`src/hw/rtl/tkd_pkg.sv`:
```
// shared types, constants and helper functions of the terminal key sequence decoder
// no dependencies; imported by every module of the block

package tkd_pkg;

  localparam int MAX_PARAMS = 4;
  localparam int PARAM_BITS = 16;
  localparam int PC_W       = $clog2(MAX_PARAMS + 1);
  localparam int CP_W       = 21;

  localparam logic [PARAM_BITS-1:0] PARAM_MAX = {PARAM_BITS{1'b1}};

  // depth of the record queue between front and back
  localparam int QDEPTH = 4;
  localparam int QPTR_W = $clog2(QDEPTH);

  // byte codes
  localparam logic [7:0] B_ESC   = 8'd27;
  localparam logic [7:0] B_CR    = 8'd13;
  localparam logic [7:0] B_LF    = 8'd10;
  localparam logic [7:0] B_DEL   = 8'd127;
  localparam logic [7:0] B_BS    = 8'd8;
  localparam logic [7:0] B_TAB   = 8'd9;
  localparam logic [7:0] B_LBRK  = 8'h5B;
  localparam logic [7:0] B_LET_O = 8'h4F;
  localparam logic [7:0] B_SEMI  = 8'h3B;
  localparam logic [7:0] B_TILDE = 8'h7E;
  localparam logic [7:0] B_ZERO  = 8'h30;
  localparam logic [7:0] B_NINE  = 8'h39;
  localparam logic [7:0] B_LET_A = 8'h41;
  localparam logic [7:0] B_LET_B = 8'h42;
  localparam logic [7:0] B_LET_C = 8'h43;
  localparam logic [7:0] B_LET_D = 8'h44;
  localparam logic [7:0] B_LET_F = 8'h46;
  localparam logic [7:0] B_LET_H = 8'h48;
  localparam logic [7:0] UTF_3B  = 8'hE0;
  localparam logic [7:0] UTF_4B  = 8'hF0;

  typedef enum logic [1:0] {
    CMD_BYTE   = 2'd0,
    CMD_GAP    = 2'd1,
    CMD_RESIZE = 2'd2
  } cmd_e;

  typedef enum logic [2:0] {
    MODE_IDLE = 3'd0,
    MODE_ESC  = 3'd1,
    MODE_CSI  = 3'd2,
    MODE_SS3  = 3'd3,
    MODE_UTF  = 3'd4
  } mode_e;

  typedef enum logic [4:0] {
    K_CHAR    = 5'd0,
    K_UP      = 5'd1,
    K_DOWN    = 5'd2,
    K_RIGHT   = 5'd3,
    K_LEFT    = 5'd4,
    K_HOME    = 5'd5,
    K_END     = 5'd6,
    K_INS     = 5'd7,
    K_DEL     = 5'd8,
    K_PGUP    = 5'd9,
    K_PGDOWN  = 5'd10,
    K_ESC     = 5'd11,
    K_ENTER   = 5'd12,
    K_BKSP    = 5'd13,
    K_TAB     = 5'd14,
    K_INVALID = 5'd15,
    K_RESIZE  = 5'd16
  } key_e;

  typedef struct packed {
    key_e            kind;
    logic [CP_W-1:0] cp;
    logic            shift;
    logic            alt;
    logic            ctrl;
  } res_t;

  // one record per item: an optional key, then an optional resize
  typedef struct packed {
    logic has_key;
    logic has_resize;
    res_t key;
  } rec_t;

  function automatic key_e arrow_kind(logic [7:0] b);
    key_e k;
    unique case (b)
      B_LET_A: k = K_UP;
      B_LET_B: k = K_DOWN;
      B_LET_C: k = K_RIGHT;
      B_LET_D: k = K_LEFT;
      B_LET_H: k = K_HOME;
      B_LET_F: k = K_END;
      default: k = K_ESC;
    endcase
    return k;
  endfunction

  // p * 10 + d, saturating at the top of the parameter range
  function automatic logic [PARAM_BITS-1:0] sat_digit(logic [PARAM_BITS-1:0] p,
                                                      logic [3:0] d);
    logic [PARAM_BITS+3:0] v;
    v = ({4'd0, p} << 3) + ({4'd0, p} << 1) + {{PARAM_BITS{1'b0}}, d};
    return (v > {4'd0, PARAM_MAX}) ? PARAM_MAX : v[PARAM_BITS-1:0];
  endfunction

endpackage

```
`src/hw/rtl/tkd_front.sv`:
```
// front end: accepts input words, runs the escape / csi / utf-8 parser
// and produces at most one result record per word; uses tkd_pkg

module tkd_front (
  input  logic             clk_i,
  input  logic             rst_ni,
  input  logic             valid_i,
  output logic             ready_o,
  input  logic [1:0]       cmd_i,
  input  logic [7:0]       byte_i,
  input  logic             full_i,
  output logic             push_o,
  output tkd_pkg::rec_t    rec_o
);
  import tkd_pkg::*;

  mode_e                 mode_q, mode_d;
  logic                  alt_q, alt_d;
  logic [1:0]            rem_q, rem_d;
  logic [CP_W-1:0]       acc_q, acc_d;
  logic [PARAM_BITS-1:0] p1_q, p1_d;
  logic [PARAM_BITS-1:0] p2_q, p2_d;
  logic [PC_W-1:0]       pc_q, pc_d;

  logic                  accept;
  rec_t                  rec;
  logic [PC_W-1:0]       pc_cur;
  logic [PC_W:0]         pc_inc;
  logic [2:0]            modv;
  key_e                  fkind;

  assign ready_o = !full_i;
  assign accept  = valid_i && !full_i;
  assign push_o  = accept && (rec.has_key || rec.has_resize);
  assign rec_o   = rec;

  always_comb begin
    mode_d = mode_q;
    alt_d  = alt_q;
    rem_d  = rem_q;
    acc_d  = acc_q;
    p1_d   = p1_q;
    p2_d   = p2_q;
    pc_d   = pc_q;
    rec    = '0;
    pc_cur = (pc_q == '0) ? PC_W'(1) : pc_q;
    pc_inc = (pc_q == '0) ? (PC_W + 1)'(2) : ({1'b0, pc_q} + (PC_W + 1)'(1));
    modv   = p2_q[2:0] - 3'd1;
    fkind  = K_ESC;

    unique case (cmd_e'(cmd_i))
      CMD_BYTE: begin
        unique case (mode_q)
          MODE_IDLE: begin
            if (byte_i == B_ESC) begin
              mode_d = MODE_ESC;
            end else if (byte_i == B_CR || byte_i == B_LF) begin
              rec.has_key  = 1'b1;
              rec.key.kind = K_ENTER;
            end else if (byte_i == B_DEL || byte_i == B_BS) begin
              rec.has_key  = 1'b1;
              rec.key.kind = K_BKSP;
            end else if (byte_i == B_TAB) begin
              rec.has_key  = 1'b1;
              rec.key.kind = K_TAB;
            end else if (byte_i[7]) begin
              mode_d = MODE_UTF;
              alt_d  = 1'b0;
              if (byte_i < UTF_3B) begin
                acc_d = CP_W'(byte_i[4:0]);
                rem_d = 2'd1;
              end else if (byte_i < UTF_4B) begin
                acc_d = CP_W'(byte_i[3:0]);
                rem_d = 2'd2;
              end else begin
                acc_d = CP_W'(byte_i[2:0]);
                rem_d = 2'd3;
              end
            end else begin
              rec.has_key  = 1'b1;
              rec.key.kind = K_CHAR;
              rec.key.cp   = CP_W'(byte_i);
            end
          end
          MODE_ESC: begin
            // fields are already clear while in escape mode
            if (byte_i == B_LBRK) begin
              mode_d = MODE_CSI;
            end else if (byte_i == B_LET_O) begin
              mode_d = MODE_SS3;
            end else if (byte_i[7]) begin
              mode_d = MODE_UTF;
              alt_d  = 1'b1;
              if (byte_i < UTF_3B) begin
                acc_d = CP_W'(byte_i[4:0]);
                rem_d = 2'd1;
              end else if (byte_i < UTF_4B) begin
                acc_d = CP_W'(byte_i[3:0]);
                rem_d = 2'd2;
              end else begin
                acc_d = CP_W'(byte_i[2:0]);
                rem_d = 2'd3;
              end
            end else begin
              rec.has_key  = 1'b1;
              rec.key.kind = K_CHAR;
              rec.key.cp   = CP_W'(byte_i);
              rec.key.alt  = 1'b1;
              mode_d       = MODE_IDLE;
            end
          end
          MODE_CSI: begin
            if (byte_i >= B_ZERO && byte_i <= B_NINE) begin
              pc_d = pc_cur;
              if (pc_cur == PC_W'(1)) begin
                p1_d = sat_digit(p1_q, byte_i[3:0]);
              end else if (pc_cur == PC_W'(2)) begin
                p2_d = sat_digit(p2_q, byte_i[3:0]);
              end
            end else if (byte_i == B_SEMI) begin
              pc_d = (pc_inc > (PC_W + 1)'(MAX_PARAMS)) ? PC_W'(MAX_PARAMS)
                                                         : pc_inc[PC_W-1:0];
            end else begin
              if (byte_i == B_TILDE) begin
                if (p1_q == PARAM_BITS'(2)) begin
                  fkind = K_INS;
                end else if (p1_q == PARAM_BITS'(3)) begin
                  fkind = K_DEL;
                end else if (p1_q == PARAM_BITS'(5)) begin
                  fkind = K_PGUP;
                end else if (p1_q == PARAM_BITS'(6)) begin
                  fkind = K_PGDOWN;
                end else begin
                  fkind = K_ESC;
                end
              end else begin
                fkind = arrow_kind(byte_i);
              end
              rec.has_key  = 1'b1;
              rec.key.kind = fkind;
              if (pc_q >= PC_W'(2)) begin
                rec.key.shift = modv[0];
                rec.key.alt   = modv[1];
                rec.key.ctrl  = modv[2];
              end
              mode_d = MODE_IDLE;
              p1_d   = '0;
              p2_d   = '0;
              pc_d   = '0;
            end
          end
          MODE_SS3: begin
            rec.has_key  = 1'b1;
            rec.key.kind = arrow_kind(byte_i);
            mode_d       = MODE_IDLE;
          end
          MODE_UTF: begin
            if (byte_i[7:6] != 2'b10) begin
              rec.has_key  = 1'b1;
              rec.key.kind = K_INVALID;
              rec.key.alt  = alt_q;
              mode_d = MODE_IDLE;
              alt_d  = 1'b0;
              rem_d  = '0;
              acc_d  = '0;
            end else if (rem_q <= 2'd1) begin
              rec.has_key  = 1'b1;
              rec.key.kind = K_CHAR;
              rec.key.cp   = {acc_q[CP_W-7:0], byte_i[5:0]};
              rec.key.alt  = alt_q;
              mode_d = MODE_IDLE;
              alt_d  = 1'b0;
              rem_d  = '0;
              acc_d  = '0;
            end else begin
              acc_d = {acc_q[CP_W-7:0], byte_i[5:0]};
              rem_d = rem_q - 2'd1;
            end
          end
          default: begin
            mode_d = MODE_IDLE;
            alt_d  = 1'b0;
            rem_d  = '0;
            acc_d  = '0;
            p1_d   = '0;
            p2_d   = '0;
            pc_d   = '0;
          end
        endcase
      end
      CMD_GAP, CMD_RESIZE: begin
        // flush whatever sequence is pending
        if (mode_q == MODE_ESC || mode_q == MODE_CSI || mode_q == MODE_SS3) begin
          rec.has_key  = 1'b1;
          rec.key.kind = K_ESC;
        end else if (mode_q == MODE_UTF) begin
          rec.has_key  = 1'b1;
          rec.key.kind = K_INVALID;
          rec.key.alt  = alt_q;
        end
        rec.has_resize = (cmd_e'(cmd_i) == CMD_RESIZE);
        mode_d = MODE_IDLE;
        alt_d  = 1'b0;
        rem_d  = '0;
        acc_d  = '0;
        p1_d   = '0;
        p2_d   = '0;
        pc_d   = '0;
      end
      default: begin
        // unused command: ignored
      end
    endcase
  end

  always_ff @(posedge clk_i or negedge rst_ni) begin
    if (!rst_ni) begin
      mode_q <= MODE_IDLE;
      alt_q  <= 1'b0;
      rem_q  <= '0;
      acc_q  <= '0;
      p1_q   <= '0;
      p2_q   <= '0;
      pc_q   <= '0;
    end else if (accept) begin
      mode_q <= mode_d;
      alt_q  <= alt_d;
      rem_q  <= rem_d;
      acc_q  <= acc_d;
      p1_q   <= p1_d;
      p2_q   <= p2_d;
      pc_q   <= pc_d;
    end
  end

endmodule

```
`src/hw/rtl/tkd_queue.sv`:
```
// short record queue between parser front end and output back end
// uses tkd_pkg for the record type and depth

module tkd_queue (
  input  logic          clk_i,
  input  logic          rst_ni,
  input  logic          push_i,
  input  tkd_pkg::rec_t push_rec_i,
  output logic          full_o,
  input  logic          pop_i,
  output tkd_pkg::rec_t pop_rec_o,
  output logic          empty_o
);
  import tkd_pkg::*;

  rec_t              slot_q [QDEPTH];
  logic [QPTR_W-1:0] wr_q, wr_d;
  logic [QPTR_W-1:0] rd_q, rd_d;
  logic [QPTR_W:0]   cnt_q, cnt_d;
  logic              do_push, do_pop;

  assign full_o    = (cnt_q == (QPTR_W + 1)'(QDEPTH));
  assign empty_o   = (cnt_q == '0);
  assign pop_rec_o = slot_q[rd_q];
  assign do_push   = push_i && !full_o;
  assign do_pop    = pop_i && !empty_o;

  always_comb begin
    wr_d  = wr_q;
    rd_d  = rd_q;
    cnt_d = cnt_q;
    if (do_push) begin
      wr_d = (wr_q == QPTR_W'(QDEPTH - 1)) ? '0 : wr_q + QPTR_W'(1);
    end
    if (do_pop) begin
      rd_d = (rd_q == QPTR_W'(QDEPTH - 1)) ? '0 : rd_q + QPTR_W'(1);
    end
    if (do_push && !do_pop) begin
      cnt_d = cnt_q + (QPTR_W + 1)'(1);
    end else if (do_pop && !do_push) begin
      cnt_d = cnt_q - (QPTR_W + 1)'(1);
    end
  end

  always_ff @(posedge clk_i or negedge rst_ni) begin
    if (!rst_ni) begin
      wr_q  <= '0;
      rd_q  <= '0;
      cnt_q <= '0;
    end else begin
      wr_q  <= wr_d;
      rd_q  <= rd_d;
      cnt_q <= cnt_d;
    end
  end

  always_ff @(posedge clk_i) begin
    if (do_push) begin
      slot_q[wr_q] <= push_rec_i;
    end
  end

endmodule

```
`src/hw/rtl/tkd_back.sv`:
```
// back end: unpacks queued records into result words on a registered output
// uses tkd_pkg for the record and result types

module tkd_back (
  input  logic          clk_i,
  input  logic          rst_ni,
  input  tkd_pkg::rec_t rec_i,
  input  logic          empty_i,
  output logic          pop_o,
  output logic          valid_o,
  input  logic          ready_i,
  output tkd_pkg::res_t res_o,
  output logic          last_o
);
  import tkd_pkg::*;

  logic valid_q, valid_d;
  logic pend_q, pend_d;
  res_t res_q, res_d;
  logic last_q, last_d;
  logic load;
  res_t resize_res;

  assign valid_o = valid_q;
  assign res_o   = res_q;
  assign last_o  = last_q;

  assign load  = !valid_q || ready_i;
  assign pop_o = load && !pend_q && !empty_i;

  always_comb begin
    resize_res      = '0;
    resize_res.kind = K_RESIZE;
    valid_d = valid_q;
    pend_d  = pend_q;
    res_d   = res_q;
    last_d  = last_q;
    if (load) begin
      if (pend_q) begin
        valid_d = 1'b1;
        res_d   = resize_res;
        last_d  = 1'b1;
        pend_d  = 1'b0;
      end else if (!empty_i) begin
        valid_d = 1'b1;
        if (rec_i.has_key) begin
          res_d  = rec_i.key;
          last_d = !rec_i.has_resize;
          pend_d = rec_i.has_resize;
        end else begin
          res_d  = resize_res;
          last_d = 1'b1;
        end
      end else begin
        valid_d = 1'b0;
      end
    end
  end

  always_ff @(posedge clk_i or negedge rst_ni) begin
    if (!rst_ni) begin
      valid_q <= 1'b0;
      pend_q  <= 1'b0;
    end else begin
      valid_q <= valid_d;
      pend_q  <= pend_d;
    end
  end

  always_ff @(posedge clk_i) begin
    res_q  <= res_d;
    last_q <= last_d;
  end

endmodule

```
`src/hw/rtl/terminal_key_sequence_decoder.sv`:
```
// top level of the terminal key sequence decoder
// instantiates tkd_front, tkd_queue and tkd_back; uses tkd_pkg

// Decodes terminal input words into keys. Each input word carries a command in
// s_axis_tuser (byte received, inter-byte gap timeout, window resize) and the byte
// in s_axis_tdata. Recognised are plain characters, enter, backspace, tab, a bare
// esc, esc-prefixed alt keys, csi sequences with up to four decimal parameters
// (xterm modifier from the second one), tilde keys, ss3 arrows and 2- to 4-byte
// utf-8. A gap or resize ends a pending sequence with esc or invalid, and a resize
// then gives a resize key. Each input word gives zero, one or two result words;
// tlast marks the final one of a word. One input word is taken every cycle while
// the four-entry record queue has room; a result passes the queue slot, then the
// back end's output register, and the output side moves one result word a cycle
// while m_axis_tready is high, so words that give two results (a resize during a
// sequence) hold the output longer and back-pressure the input through the queue.

module terminal_key_sequence_decoder (
  input  logic        clk_i,
  input  logic        rst_ni,
  // input words
  input  logic        s_axis_tvalid,
  output logic        s_axis_tready,
  input  logic [7:0]  s_axis_tdata,   // [7:0] data_byte
  input  logic [1:0]  s_axis_tuser,   // [1:0] command
  // result words
  output logic        m_axis_tvalid,
  input  logic        m_axis_tready,
  output logic [23:0] m_axis_tdata,   // [20:0] codepoint, [21] shift, [22] alt, [23] ctrl
  output logic [4:0]  m_axis_tuser,   // [4:0] key_kind
  output logic        m_axis_tlast    // last_of_run
);
  import tkd_pkg::*;

  // front to queue
  logic push;
  rec_t push_rec;
  logic full;

  // queue to back
  logic pop;
  rec_t pop_rec;
  logic empty;

  res_t res;

  // parser: classifies each word and keeps the sequence state
  tkd_front u_front (
    .clk_i   (clk_i),
    .rst_ni  (rst_ni),
    .valid_i (s_axis_tvalid),
    .ready_o (s_axis_tready),
    .cmd_i   (s_axis_tuser),
    .byte_i  (s_axis_tdata),
    .full_i  (full),
    .push_o  (push),
    .rec_o   (push_rec)
  );

  // decouples the parser from output stalls
  tkd_queue u_queue (
    .clk_i      (clk_i),
    .rst_ni     (rst_ni),
    .push_i     (push),
    .push_rec_i (push_rec),
    .full_o     (full),
    .pop_i      (pop),
    .pop_rec_o  (pop_rec),
    .empty_o    (empty)
  );

  // splits records into one or two result words
  tkd_back u_back (
    .clk_i   (clk_i),
    .rst_ni  (rst_ni),
    .rec_i   (pop_rec),
    .empty_i (empty),
    .pop_o   (pop),
    .valid_o (m_axis_tvalid),
    .ready_i (m_axis_tready),
    .res_o   (res),
    .last_o  (m_axis_tlast)
  );

  assign m_axis_tdata = {res.ctrl, res.alt, res.shift, res.cp};
  assign m_axis_tuser = res.kind;

endmodule
```
`config.mk`:
```
export PLATFORM = sky130hd
export DESIGN_NAME = terminal_key_sequence_decoder
export DESIGN_NICKNAME = d
export VERILOG_FILES = /design/src/hw/rtl/tkd_pkg.sv /design/src/hw/rtl/tkd_front.sv /design/src/hw/rtl/tkd_queue.sv /design/src/hw/rtl/tkd_back.sv /design/src/hw/rtl/terminal_key_sequence_decoder.sv
export SDC_FILE = /design/constraint.sdc
export NUM_CORES = 1
export LEC_CHECK = 0
export BUFFER_PORTS_ARGS = -buffer_cell sky130_fd_sc_hd__buf_2
export CAP_MARGIN = 20
export CORE_UTILIZATION = 30
export CTS_BUF_LIST = sky130_fd_sc_hd__clkbuf_4
export DETAILED_ROUTE_END_ITERATION = 7
export HOLD_SLACK_MARGIN = 0.08
export PLACE_DENSITY_LB_ADDON = 0.15
export RECOVER_POWER = 25
export SYNTH_ARGS = -nofsm -noshare
export SYNTH_HDL_FRONTEND = slang
export SYNTH_SLANG_ARGS = --single-unit
```
`constraint.sdc`:
```
create_clock -name clk_i -period 5.7 [get_ports clk_i]
set_input_delay 0.57 -clock clk_i [delete_from_list [all_inputs] [get_ports clk_i]]
set_output_delay 0.57 -clock clk_i [all_outputs]
set_load 0.02 [all_outputs]
```
## After elaboration in Yosys (flattened, before gate mapping)

Memories as Yosys holds them, arrays and structs flattened.
Cells that the tools add are included.
Widths: inputs -> output; s select.

| cells by class | value |
|---|---|
| magnitude comparators | 9 |
| multiplexer cells | 141 |
| reduce and logical (&&, ||, !) cells | 38 |
| equal/unequal tests | 54 |
| add/subtract/negate cells | 11 |

Operators by type and width:

| operator | number |
|---|---|
| $mux 21 | 15 |
| $mux 16 | 8 |
| $pmux 16 s2 | 4 |
| $pmux 21 s4 | 1 |
| $eq 8x7->1 const B | 10 |
| $mux 26 | 3 |
| $mux 3 | 21 |
| $pmux 21 s3 | 1 |
| $mux 29 | 2 |
| $mux 5 | 11 |
| $mux 1 | 42 |
| $pmux 21 s2 | 1 |
| $add 19x17->20 | 2 |
| $add 20x4->20 | 2 |
| $gt 20x16->1 const B | 2 |
| $eq 16x2->1 const B | 2 |
| $eq 16x3->1 const B | 2 |
| $eq 8x4->1 const B | 4 |
| $ne 3x3->1 const B | 10 |
| $pmux 5 s5 | 1 |
| $mux 2 | 12 |
| $pmux 4 s6 | 1 |
| $mux 22 | 1 |
| $ne 4x3->1 const B | 5 |
| other kinds (46) | 90 |

| word-level totals | value |
|---|---|
| output and inout port bits | 32 |
| bits of input ports | 14 |
| memories | 1 |
| RAM bits | 124 |
| register bits after elaboration | 101 |

Memory list:

| name | words | bits a word | rd ports | clocked after memory_dff | wr ports | line | RTL |
|---|---|---|---|---|---|---|---|
| u_queue.slot_q | 4 | 31 | 1 | 0 | 1 | tkd_queue.sv:16 | `rec_t slot_q [QDEPTH];` |

## Depth between registers and ports, before layout

Gate-level depths: netlist of the first run.

| depth | value |
|---|---|
| depth after elaboration | 14 |
| mapped depth | 14 |
| depth with buffers taken out | 13 |

## Hierarchy

From an unflattened synthesis of the first run, not the netlist that was laid out.

| second synthesis, totals | value |
|---|---|
| cell total of the unflattened synthesis | 927 |
| area total of the unflattened synthesis | 11901.4 um2 |

By module, submodules not included:

| module | area an instance (um2) | seq. area each (um2) | cells an instance | instances |
|---|---|---|---|---|
| tkd_front | 5745.5 | 1401.3 | 655 | 1 |
| tkd_queue | 4908.5 | 3898.7 | 199 | 1 |
| tkd_back | 1247.4 | 950.9 | 73 | 1 |

## Least setup slack after synthesis of the first run

Ideal clock, no wire load.

| path | value |
|---|---|
| path kind | in2reg |
| start point | input port s_axis_tdata[3] |
| end point | register u_front.p1_q[4] |
| arrival | 3.391 ns |
| setup time | 0.122 ns |
| setup slack | 2.186 ns |
| stages | 11 |
| path through | fa_1 -> fa_1 -> a211oi_2 -> o21ai_1 -> a31oi_2 -> o21ai_2 -> a31oi_1 -> nand4_1 -> a2111oi_4 -> buf_6 -> a21oi_2 |

| between the ends | value |
|---|---|
| longest elaborated chain between the ends | 7 |
| elaborated cells on any way between the ends | 14 |
| classes of those cells | add/sub: 1; order compare: 3; eq/ne: 3; mux: 5; reduce/logical: 2 |

RTL lines:

| element | line | RTL |
|---|---|---|
| start: declaration | terminal_key_sequence_decoder.sv:23 | `input logic [7:0] s_axis_tdata,` |
| $add 20x4->20 | tkd_pkg.sv:106 | `v = ({4'd0, p} << 3) + ({4'd0, p} << 1) + {{PARAM_BITS{1'b0}}, d};` |
| $gt 20x16->1 | tkd_pkg.sv:107 | `return (v > {4'd0, PARAM_MAX}) ? PARAM_MAX : v[PARAM_BITS-1:0];` |
| $mux 16 | tkd_pkg.sv:107 |  |
| $mux 16 | tkd_front.sv:115 | `if (pc_cur == PC_W'(1)) begin` |
| $mux 16 | tkd_front.sv:113 | `if (byte_i >= B_ZERO && byte_i <= B_NINE) begin` |
| $pmux 16 s2 | tkd_front.sv:53 | `unique case (mode_q)` |
| $pmux 16 s2 | tkd_front.sv:51 | `unique case (cmd_e'(cmd_i))` |
| end signal: assignment | tkd_front.sv:230 | `p1_q <= p1_d;` |
| end: declaration | tkd_front.sv:21 | `logic [PARAM_BITS-1:0] p1_q, p1_d;` |

Parallel ways exist; a longest one is shown, timed or not. The select of a mux whose other input is x is not followed.
A chain may end at the register's enable or synchronous reset.

## Final worst setup path of the first run

| path | value |
|---|---|
| start point | register u_front.p1_q[0] |
| end point | register u_front.p1_q[1] |

| between the ends | value |
|---|---|
| longest elaborated chain between the ends | 8 |

RTL lines:

| element | line |
|---|---|
| $add 19x17->20 (*) | tkd_pkg.sv:106 |
| $add 20x4->20 (*) | tkd_pkg.sv:106 |
| $gt 20x16->1 | tkd_pkg.sv:107 |
| $mux 16 (*) | tkd_pkg.sv:107 |
| $mux 16 (*) | tkd_front.sv:115 |
| $mux 16 (*) | tkd_front.sv:113 |
| $pmux 16 s2 (*) | tkd_front.sv:53 |
| $pmux 16 s2 (*) | tkd_front.sv:51 |

Every way passes the cells marked *; elsewhere a longest branch is shown, timed or not. The select of a mux whose other input is x is not followed.

==> results by group, run 1 <==
Outcome
  – Status: complete, but fails checks
  – Violated checks: max-capacitance violations, max-slew violations

Pwr
  – Clk network pwr share: 0.234
  – Worst supply voltage drop on vdd: approximately 0.00014 V
  – Net Sw Frac: 0.365
  – Internal power of the cells: around 3.8 mW
  – Switching power: 2.17 mW
  – Lkg Pwr: between 5 and 6 nW
  – Combinational cell fraction of total power: 0.392
  – Power consumption: around 6.0 mW
  – Power per cell area: between 400 and 500 nW/um^2
  – Share of total power in sequential cells: 0.374

Logic synthesis
  – Synth top area share: 0.398
  – Synth async-reset ratio: 0.302
  – Largest area contributor in the netlist: edfxtp_1
  – Number of flip-flops and latches in the synthesized netlist: approximately 220
  – Mean instance size in the synthesized netlist: 12.3 um^2
  – Flip-flop cell with the highest count after synthesis: edfxtp_1
  – Yosys warning total: 0
  – Part of the Yosys area used for sequential elements: 0.542
  – Synthesized instance count: a little over 900
  – Post-synth EDFFs: 150
  – Number of distinct standard cells referenced by the synthesized netlist: 65
  – Area of the mapped netlist: about 11000 um^2
  – Syn Nets: slightly above 1000
  – Leading cell types by total area after synthesis: edfxtp_1 40%, dfrtp_1 14%, ha_1 8.3%

Layout
  – Area grow syn2layout: 13.9%
  – Fraction of final layout cells sized beyond drive strength 1: 0.211
  – Post-route design area: 12900 um^2
  – Total number of nets in the final design: around 1100
  – Count of fill cells added during filler insertion: roughly 3700
  – Cell Count, Final, Fillers Out: approximately 1600

Place
  – Setup Slack @ Placement: about 1700 ps
  – Cell area after placement: 12100 um^2
  – Placed insts: 1443
  – Half-perimeter wire length of the detailed placement result: around 17 mm
  – Buffers added on ports: 45
  – GPL Wtd Cong: 0.790

CTS
  – Clock input transition at the sequential cells of the worst setup and hold paths: 70 ps
  – Cell at the root of the clock tree: clkbuf_4
  – CTS tree: yes
  – Number of clock buffers inserted by TritonCTS: 56
  – Hold buffers post-CTS: 0
  – CTS Sinks: approximately 220
  – Level count of the clock H-tree: 2
  – Worst-Skew Late Latency: about 670 ps
  – PostCTS Resize Cnt: 0
  – Bufs on Longest Clock Path: 3
  – Setup bufs post-CTS: 0

Route
  – Remaining design rule violation count: 0
  – Final routed wire length divided by cell count: about 16 um
  – Via/cell ratio: 4.83
  – Count of vias placed by the detailed router: 7492
  – Final routed wirelength across all metal layers: 25.1 mm
  – Initial DRC count: ~420
  – First-pass DRT Iterations: 5
  – Routed Antenna Nets: 0

Die
  – Die height: around 200 um
  – Die outline width: about 200 um
  – # IOs: 46
  – Number of cell rows: 70
  – Core Area: approximately 37000 um^2
  – Total die area: ~38000 um^2
  – Starting density of the core: 0.307

GRT
  – Initial antenna violation count: 1
  – Vias in the first global route: roughly 7600
  – Global-route wire length before repair: between 40 and 50 mm
  – Largest net degree at the start of global routing: 66
  – Total global routing track utilization: 0.134
  – Aggregate global routing overflow: 0

Setup path
  – Critical path class: flop to flop
  – Maximum fanout along the worst path: 16
  – Critical path launch point type: flop
  – Required time of the worst setup path: about 6200 ps
  – Type of element capturing the critical path: flop
  – Arrival time at the worst endpoint: ~4200 ps

Timing
  – Clock period minus worst slack: approximately 3600 ps
  – Transition time at the pin with the least slew margin: slightly below 4000 ps
  – Max Freq: approximately 280 MHz
  – Setup clock skew after layout: approximately 45 ps
  – Total count of max-transition violations in the final report: a little under 100
  – Crit path setup slack, layout: between 2000 and 2500 ps
  – Unrepaired setup endpoints after global routing: no
  – Relative slew margins: -1.58
  – Fin crit share: 0.635
  – Sum of negative setup slack: 0 ps
  – Final setup vio count: 0
  – Final Hold Violating Endpoints: 0

Worst hold path
  – Hold Crit Class: input pin to flop

Job
  – Max-cap check violation count: 2
## worst paths after layout
| kind | to | startpoint | slack, ps | cells past startpoint |
|---|---|---|---|---|
| min in group asynchronous | u_front.mode_q[1] | rst_ni | 1360 | 2 |
| hold / removal | u_back.pend_q | m_axis_tready | 240 | 4 |
| hold reg to reg | u_front.acc_q[9] | u_front.acc_q[9] | 480 | 2 |
| setup / recovery | u_front.p1_q[1] | u_front.p1_q[0] | 2080 | 11 |
| max in group asynchronous | u_front.acc_q[10] | rst_ni | 2160 | 2 |
| setup reg to reg | u_front.p1_q[1] | u_front.p1_q[0] | 2080 | 11 |
## power by group through the flow
stage | combinational [mW] | sequential [mW] | clock, mW
after global placement | 2.40 | 2.27 | 0
after detailed placement | 2.39 | 2.27 | 0
after global routing | 2.64 | 2.27 | 1.54
after floorplan | 1.70 | 2.34 | 0
final | 2.33 | 2.23 | 1.39
after CTS | 2.40 | 2.23 | 1.46
## worst max-delay path, stage by stage, from the launching register on
cell	delay, ps
dfrtp_1	470
fa_1	550
fa_1	500
a211oi_2	250
o21ai_1	130
a31oi_2	240
o21ai_2	130
a31oi_1	250
nand4_1	180
a2111oi_4	360
buf_4	310
a21oi_1	110
## metrics by stage
step / hold slack (ps) / utilization
floorplan: 274 / -
global placement: 459 / 0.328
detailed placement: 468 / 0.329
CTS: 99.2 / 0.350
global route: 191 / 0.349
finish: 239 / 0.349
## cell type report
class / count / area (um^2) / area share
Clock buffer: 91 / 683 / 0.0530
Antenna cell: 1 / 2.50 / 0.000194
Sequential cell: 215 / 6130 / 0.476
Timing Repair Buffer: 61 / 333 / 0.0258
Inverter: 25 / 93.8 / 0.00728
Multi-Input combinational cell: 639 / 4920 / 0.382
Tap cell: 504 / 631 / 0.0490
Clock inverter: 15 / 91.3 / 0.00709
## flip-flops by register name (all words and copies together) (netlist names), 3 cells and up
name and cells:
u_queue.slot_q 120, u_front.pc_q 3, u_front.mode_q 3, u_front.acc_q 15, u_queue.cnt_q 3, u_front.p2_q 16, u_back.res_o 29, u_front.p1_q 16
## cells in the mapped netlist (all sizes together) (13+ instances only)
master and count:
a21o 13, a21oi 89, a31oi 14, and3 20, buf 14, clkbuf 28
dfrtp 65, edfxtp 150, ha 75, inv 25, mux4 30, nand2 71
nor2 45, nor2b 41, nor3 16, o21ai 68, xor2 20
## cells in the final DEF, fill, tap and decap left out, types with 5 or more instances in the layout
cell / n
a211oi_1: 6
a21oi_1: 68
clkinv_1: 10
clkbuf_4: 91
nand4_1: 9
and2_1: 12
o211ai_1: 5
clkbuf_1: 12
buf_4: 13
edfxtp_1: 150
a21o_1: 13
xor2_1: 20
o21a_1: 5
nand2b_1: 8
buf_2: 35
nand3_1: 12
nor3_1: 16
mux2_2: 8
nor2b_1: 41
ha_1: 75
nor2_1: 44
o21ai_0: 56
dfrtp_1: 65
a21oi_2: 21
nand2_1: 71
a31oi_1: 12
o21ai_1: 9
inv_1: 25
fa_1: 5
xnor2_1: 11
mux4_2: 30
and3_1: 20
## logic make-up (layout without fill, tap and decap cells)
family                   count (synthesis)  in the layout  share of synthesized area
buffers and inverters                   67            192                     0.0246
XOR/XNOR                                31             31                     0.0240
adder cells (fa/ha/maj)                 80             80                     0.0918
multiplexers                            39             39                     0.0686
other                                    0              1                          0
AO/OA/AOI/OAI                          234            234                      0.135
flip-flops                             215            215                      0.542
AND/OR/NAND/NOR                        255            255                      0.114
## routing by layer
metal	wire, um	vias to the layer above	track usage
li1	-	3669	-
met1	12500	3646	0.186
met2	11400	143	0.212
met3	845	34	0.0239
met4	414	0	0.0454
met5	0	-	0
Note: power is estimated with default switching activity, not from simulation.
==> run 2: changes to the inputs <==
Clock period 5.7 ns to 3.5 ns, I/O delays scaled along.
==> run 2 against run 1 <==
  * The flow still finishes with violations (max-capacitance violations, max-slew violations)
  * Clock-buffer cell count is 9 lower
  * Hold slack worse by 73 ps
  * Clock power rose by 58%
  * Die area unchanged
  * Final cell count is 2.3% higher
  * Sequential share of layout area down 1.0 points
  * Sequential power increased by 62%
  * First-iteration DRC count is 14% lower
  * Utilization rose by 0.77 points
  * Critical path depth is 1 higher
==> results by group, run 2 (synthesized netlist as in run 1, its figures left out) <==
Outcome
  – Status: complete, but fails checks
  – Violated checks: max-capacitance violations, max-slew violations

Die
  – Die outline width: 196 um (unchanged)
  – Starting density of the core: 0.307 (unchanged)
  – Core Area: 36900 um^2 (unchanged)
  – # IOs: 46 (unchanged)
  – Total die area: 38500 um^2 (unchanged)
  – Number of cell rows: 70 (unchanged)
  – Die height: 196 um (unchanged)

Layout
  – Leading cell types in the layout, fill and taps excluded: 150 x edfxtp_1, 82 x clkbuf_4, 75 x ha_1
  – Utilization after layout: 0.357 (+0.00774)
  – Register name with the most flops: u_queue.slot_q
  – Flip-flop count of the largest register, all copies and words added: 120 (unchanged)
  – Most common library cell in the layout ignoring fill and taps: edfxtp_1
  – Area grow syn2layout: 16.4%
  – Total number of nets in the final design: 1130 (+3.5%)
  – Fraction of final layout cells sized beyond drive strength 1: 0.218 (+0.00704)

Setup path
  – Worst path max stage delay: 520 ps (-30 ps)
  – Maximum fanout along the worst path: 8 (-8)
  – Critical path launch point type: flop
  – End of the worst register-to-register path: u_front.p1_q[9]
  – Ordered cell list for the critical path: fa_1 -> ha_1 -> a211oi_2 -> o21ai_1 -> and3_1 -> a31oi_2 -> o21bai_2 -> a21o_1 -> a2111oi_4 -> buf_4 -> clkbuf_16 -> a21oi_2
  – Critical path class: flop to flop
  – R2R Setup Slk: 170 ps (-1910 ps)
  – Critical R2R Launch: u_front.p1_q[0]
  – Last element of the critical path: u_front.p1_q[9]
  – R2R cell count: 12 (+1)
  – Required time of the worst setup path: 4070 ps (-2170 ps)
  – Type of element capturing the critical path: flop
  – Worst Setup SP: u_front.p1_q[0]
  – Max stage delay cell, worst path: fa_1
  – Arrival time at the worst endpoint: 3900 ps (-260 ps)

CTS
  – Bufs on Longest Clock Path: 3 (unchanged)
  – Clock input transition at the sequential cells of the worst setup and hold paths: 60 ps (about the same)
  – Number of clock buffers inserted by TritonCTS: 59 (+5.4%)
  – Worst-Skew Late Latency: 690 ps (+20 ps)
  – CTS Sinks: 215 (unchanged)
  – Cell at the root of the clock tree: clkbuf_4
  – Level count of the clock H-tree: 2 (unchanged)
  – CTS tree: yes

Route
  – Count of vias placed by the detailed router: 7589 (+1.3%)
  – Top routing layer in use: met5
  – First-pass DRT Iterations: 5 (unchanged)
  – Initial DRC count: 358 (-14%)
  – Via/cell ratio: 4.78 (-0.94%)
  – Routed Antenna Nets: 0 (unchanged)
  – Met2 Routed Length: 11.8 mm (+4.2%)
  – Final routed wire length divided by cell count: 16.0 um (-1.1%)
  – Metal-1 WL: 11.9 mm (-4.5%)
  – Final routed wirelength across all metal layers: 25.3 mm (+1.1%)
  – Remaining design rule violation count: 0 (unchanged)
  – Routed met3 length: 1.11 mm (+31%)

GRT
  – Global-route wire length before repair: 41.0 mm (-0.49%)
  – Aggregate global routing overflow: 0 (unchanged)
  – Vias in the first global route: 7755 (+1.7%)
  – Total global routing track utilization: 0.135 (about the same)
  – Initial antenna violation count: 3 (+2)
  – Largest net degree at the start of global routing: 42 (-36%)

Timing
  – Max Freq: 300 MHz (+8.6%)
  – Setup clock skew after layout: 31.5 ps (-13.4 ps)
  – Clock period minus worst slack: 3330 ps (-288 ps)
  – Worst hold-check slack: 166 ps (-73.1 ps)
  – Transition time at the pin with the least slew margin: 2060 ps (-1820 ps)
  – Total count of max-transition violations in the final report: 89 (-8.2%)
  – Final Hold Violating Endpoints: 0 (unchanged)
  – Final setup vio count: 0 (unchanged)
  – Fin crit share: 0.952 (+0.317)
  – Relative slew margins: -0.370 (+1.21)
  – Sum of negative setup slack: 0 ps (unchanged)

Pwr
  – Lkg Pwr: 5.24 nW (+2.3%)
  – Power per cell area: 741 nW/um^2 (+60%)
  – Worst supply voltage drop on vdd: 0.000332 V (+140%)
  – Power consumption: 9.75 mW (+64%)

Place
  – Buffers added on ports: 45 (unchanged)
  – GPL Wtd Cong: 0.814 (+3.0%)
  – Half-perimeter wire length of the detailed placement result: 17.0 mm (+0.93%)

Job
  – Max-cap check violation count: 3 (+1)

Worst hold path
  – Number of instances on the worst hold path: 4 (unchanged)
  – Hold Crit Class: input pin to flop
## run 2: cell type report
cell class	count	area (um^2)
Inverter	25	93.8
Sequential cell	215	6130
Multi-Input combinational cell	639	4940
Tap cell	504	631
Clock buffer	82	616
Antenna cell	1	2.50
Timing Repair Buffer	96	628
Clock inverter	24	121
Fill cell	3672	23700
## run 2: metrics by stage
| stage | worst slack (ps) | cell area [um^2] | cells |
|---|---|---|---|
| floorplan | 135 | 11300 | 921 |
| global placement | 17.1 | 12300 | 1470 |
| detailed placement | -6.75 | 12300 | 1470 |
| CTS | 95.1 | 13100 | 1582 |
| global route | -0.285 | 13200 | 1586 |
| finish | 169 | 13200 | 1586 |
## run 2: power by group
| part | internal, mW | leakage [nW] | total [mW] | switching (mW) |
|---|---|---|---|---|
| clock | 1.15 | 0.440 | 2.19 | 1.03 |
| combinational | 1.68 | 2.52 | 3.95 | 2.27 |
| sequential | 3.34 | 2.28 | 3.62 | 0.275 |
| total | 6.18 | 5.24 | 9.75 | 3.58 |
## run 2: what timing repair did
| action | CTS | global route |
|---|---|---|
| endpoints found under the hold margin | 35 | 0 |
| setup buffers | 0 | 2 |
| setup endpoints to repair | 0 | 32 |
| gates resized for setup | 0 | 5 |
| hold buffers | 6 | 0 |
## run 2: worst min path at each step
stage               startpoint               end  slack [ps]
2_1_floorplan           rst_ni     u_back.pend_q          50
3_3_place_gp            rst_ni   u_front.p2_q[8]         420
3_5_place_dp            rst_ni   u_front.p2_q[8]         420
4_1_cts        s_axis_tdata[1]   u_front.p1_q[1]          90
5_1_grt        s_axis_tdata[2]  u_front.acc_q[2]         130
6_report       s_axis_tdata[1]   u_front.p1_q[1]         170
## run 2: routing by layer
| metal | global-route usage | up-vias |
|---|---|---|
| li1 | - | 3743 |
| met1 | 0.174 | 3652 |
| met2 | 0.221 | 147 |
| met3 | 0.0303 | 43 |
| met4 | 0.0483 | 4 |
| met5 | 0 | - |
## run 2: critical path: cells and delay by family (launching register included)
family	cells	cell delay, ps
adder cells (fa/ha/maj)	2	870
AO/OA/AOI/OAI	7	1350
flip-flops	1	410
AND/OR/NAND/NOR	1	240
buffers and inverters	2	350
==> run 3: changes to the inputs <==
Settings changed: ABC_AREA set to 1, SETUP_SLACK_MARGIN set to 0.3.
==> run 3 against run 2 <==
  * The run still ends with max-capacitance violations, max-slew violations left
  * Routed wire length rose by 24%
  * Sequential share of layout area decreased by 2.7 points
  * Synthesized area up 9.4%
  * Critical path depth grew 1
  * Global-route usage rose by 2.1 points
  * Final cell count grew 33%
  * Non-clock buffer count down 29
  * Clock-buffer cell count up 2
  * Hold slack got worse by 7.0 ps
  * Maximum frequency increased by 13%
  * Largest cell class unchanged
==> results by group, run 3 <==
Setup path
  – Critical R2R Launch: u_front.mode_q[2]
  – Crit path depth: 13 (+1)
  – R2R Setup Slk: 550 ps (+380 ps)
  – Type of element capturing the critical path: flop
  – Cell family contributing the most delay on the critical path: simple AND/OR/NAND/NOR gates
  – Worst path max stage delay: 520 ps (about the same)
  – Ordered cell list for the critical path: nor2_4 -> nand2_1 -> nor2_1 -> nand3_1 -> nand4_1 -> nand2_1 -> nand3_1 -> nand2_1 -> inv_1 -> ha_1 -> inv_1 -> fa_1 -> mux2_2
  – R2R cell count: 13 (+1)
  – End of the worst register-to-register path: u_queue.cnt_q[1]
  – Required time of the worst setup path: 4080 ps (about the same)
  – Max stage delay cell, worst path: dfrtp_1
  – Arrival time at the worst endpoint: 3530 ps (-370 ps)
  – Worst Setup SP: u_front.mode_q[2]
  – Last element of the critical path: u_queue.cnt_q[1]
  – WP buf/inv: 2 (unchanged)
  – Maximum fanout along the worst path: 7 (-1)
  – Critical path class: flop to flop
  – Most frequent CP cell: nand2_1
  – Critical path launch point type: flop

CTS
  – Level count of the clock H-tree: 2 (unchanged)
  – Clock input transition at the sequential cells of the worst setup and hold paths: 60 ps (about the same)
  – CTS Sinks: 215 (unchanged)
  – Cell at the root of the clock tree: clkbuf_4
  – Number of clock buffers inserted by TritonCTS: 59 (unchanged)
  – CTS tree: yes
  – PostCTS Resize Cnt: 0 (unchanged)
  – Worst-Skew Late Latency: 710 ps (+20 ps)
  – Bufs on Longest Clock Path: 3 (unchanged)

Layout
  – Area grow syn2layout: 13.1%
  – Flip-flop count of the largest register, all copies and words added: 120 (unchanged)
  – Fraction of final layout cells sized beyond drive strength 1: 0.106 (-0.112)
  – Register name with the most flops: u_queue.slot_q
  – Most common library cell in the layout ignoring fill and taps: nand2_1
  – Total number of nets in the final design: 1627 (+44%)
  – Count of fill cells added during filler insertion: 4359 (+19%)
  – Leading cell types in the layout, fill and taps excluded: 354 x nand2_1, 220 x nor2_1, 150 x edfxtp_1

Timing
  – Fin crit share: 0.843 (-0.109)
  – Worst hold-check slack: 159 ps (-7.00 ps)
  – Transition time at the pin with the least slew margin: 1800 ps (-255 ps)
  – Final setup vio count: 0 (unchanged)
  – Relative slew margins: -0.200 (+0.170)
  – Total count of max-transition violations in the final report: 66 (-26%)
  – Crit path setup slack, layout: 549 ps (+380 ps)
  – Unrepaired setup endpoints after global routing: no
  – Clock period minus worst slack: 2950 ps (-380 ps)
  – Final Hold Violating Endpoints: 0 (unchanged)
  – Setup clock skew after layout: 55.2 ps (+23.8 ps)
  – Max Freq: 339 MHz (+13%)
  – Sum of negative setup slack: 0 ps (unchanged)

Job
  – Max-cap check violation count: 1 (-2)

Logic synthesis
  – Part of the Yosys area used for sequential elements: 0.496 (-0.0464)
  – Area of the mapped netlist: 12400 um^2 (+9.4%)
  – Mean instance size in the synthesized netlist: 8.57 um^2 (-30%)
  – Synthesized instance count: 1443 (+57%)
  – Yosys warning total: 0 (unchanged)
  – Leading cell types by total area after synthesis: edfxtp_1 36%, dfrtp_1 13%, nand2_1 11%
  – Syn Nets: 1537 (+51%)
  – Number of distinct standard cells referenced by the synthesized netlist: 47 (-28%)
  – Post-synth EDFFs: 150 (unchanged)
  – Number of flip-flops and latches in the synthesized netlist: 215 (unchanged)
  – Synth async-reset ratio: 0.302 (unchanged)
  – Largest area contributor in the netlist: edfxtp_1
  – Synth top area share: 0.364 (-0.0341)
  – Commonest cells in the netlist: 354 x nand2_1, 223 x nor2_1, 150 x edfxtp_1
  – Dominant cell by count in the synthesized netlist: nand2_1
  – Flip-flop cell with the highest count after synthesis: edfxtp_1

GRT
  – Initial antenna violation count: 1 (-2)
  – Total global routing track utilization: 0.156 (+0.0214)
  – Global-route wire length before repair: 51.6 mm (+26%)
  – Vias in the first global route: 9599 (+24%)
  – Aggregate global routing overflow: 0 (unchanged)
  – Largest net degree at the start of global routing: 66 (+57%)

Die
  – Total die area: 42100 um^2 (+9.3%)
  – # IOs: 46 (unchanged)
  – Core Area: 40700 um^2 (+10%)
  – Die height: 205 um (+4.5%)
  – Number of cell rows: 74 (+5.7%)
  – Starting density of the core: 0.304 (-0.00313)
  – Die outline width: 205 um (+4.5%)

Route
  – First-pass DRT Iterations: 7 (+2)
  – Final routed wirelength across all metal layers: 31.5 mm (+24%)
  – Final routed wire length divided by cell count: 14.9 um (-7.0%)
  – Via/cell ratio: 4.57 (-4.5%)
  – Remaining design rule violation count: 0 (unchanged)
  – Count of vias placed by the detailed router: 9677 (+28%)
  – Routed Antenna Nets: 0 (unchanged)
  – Initial DRC count: 436 (+22%)

Place
  – Setup Slack @ Placement: 443 ps (+450 ps)
  – GPL Wtd Cong: 0.898 (+10%)
  – Buffers added on ports: 45 (unchanged)
  – Half-perimeter wire length of the detailed placement result: 21.8 mm (+28%)

Outcome
  – Status: complete, but fails checks
  – Violated checks: max-capacitance violations, max-slew violations

Pwr
  – Worst supply voltage drop on vdd: 0.000249 V (-25%)
  – Lkg Pwr: 6.49 nW (+24%)
  – Power per cell area: 579 nW/um^2 (-22%)

Worst hold path
  – Hold Crit Class: input pin to flop
==> run 3: kinds of logic after synthesis <==
group	synth area share
xor gates and xnor gates	0.0177
buffers and inverters	0.0666
DFF	0.496
AOI/OAI and AO/OA	0.0836
and+or+nand+nor	0.252
adders and majority gates	0.0839
muxes	0.000910
==> run 3: worst min path at each step <==
| stage | slack, ps | to | startpoint | cells after the start |
|---|---|---|---|---|
| after global routing | 140 | u_front.acc_q[2] | s_axis_tdata[2] | 3 |
| after detailed placement | 480 | u_front.acc_q[11] | u_front.acc_q[11] | 2 |
| after global placement | 480 | u_front.acc_q[1] | u_front.acc_q[1] | 2 |
| after CTS | 80 | u_front.rem_q[1] | s_axis_tdata[5] | 5 |
| final | 160 | u_front.rem_q[1] | s_axis_tdata[5] | 5 |
| after floorplan | 50 | u_back.pend_q | rst_ni | 0 |
==> run 3: power by group <==
group          switching [mW]  internal, mW  leakage (nW)
sequential              0.191          3.30          2.30
combinational            1.70         0.652          3.73
clock                    1.07          1.19         0.460
==> run 3: worst register-to-register path, stage by stage (launching register included) <==
cell and delay, ps:
dfrtp_1 520, nor2_4 260, nand2_1 180, nor2_1 120, nand3_1 200, nand4_1 200
nand2_1 90, nand3_1 150, nand2_1 100, inv_1 70, ha_1 130, inv_1 70
fa_1 470, mux2_2 270
==> run 3: repair_timing <==
item	4_1_cts	5_1_grt
endpoints found under the setup margin	0	1
hold endpoints to repair	71	0
setup buffers	0	0
hold buffers	8	0
==> run 3: stage by stage <==
step	instance area (um^2)	std cells	util	power (mW)
after floorplan	12400	1443	-	5.14
after global placement	13200	1996	0.324	6.00
after detailed placement	13200	1996	0.324	6.01
after CTS	14100	2116	0.345	8.34
after global routing	14000	2117	0.343	8.72
final	14000	2117	0.343	8.11
==> run 3: routing by layer <==
metal	share of wire	wire (um)	GRT usage	vias to the layer above
met4	0.016	501	0.0429	0
met3	0.036	1140	0.0262	42
met2	0.47	14800	0.260	153
met5	0	0	0	-
li1	-	-	-	4983
met1	0.48	15000	0.207	4499
==> run 3: area by class of cell <==
cell class                 count  area, um^2  share of cell area
antenna                        1        2.50            0.000179
clock buffer                  84         631              0.0451
clock inverter                28         143              0.0102
inverter                     156         586              0.0418
multi-input combinational   1034        5430               0.388
sequential                   215        6130               0.438
tap                          532         666              0.0476
timing repair buffer          67         404              0.0289
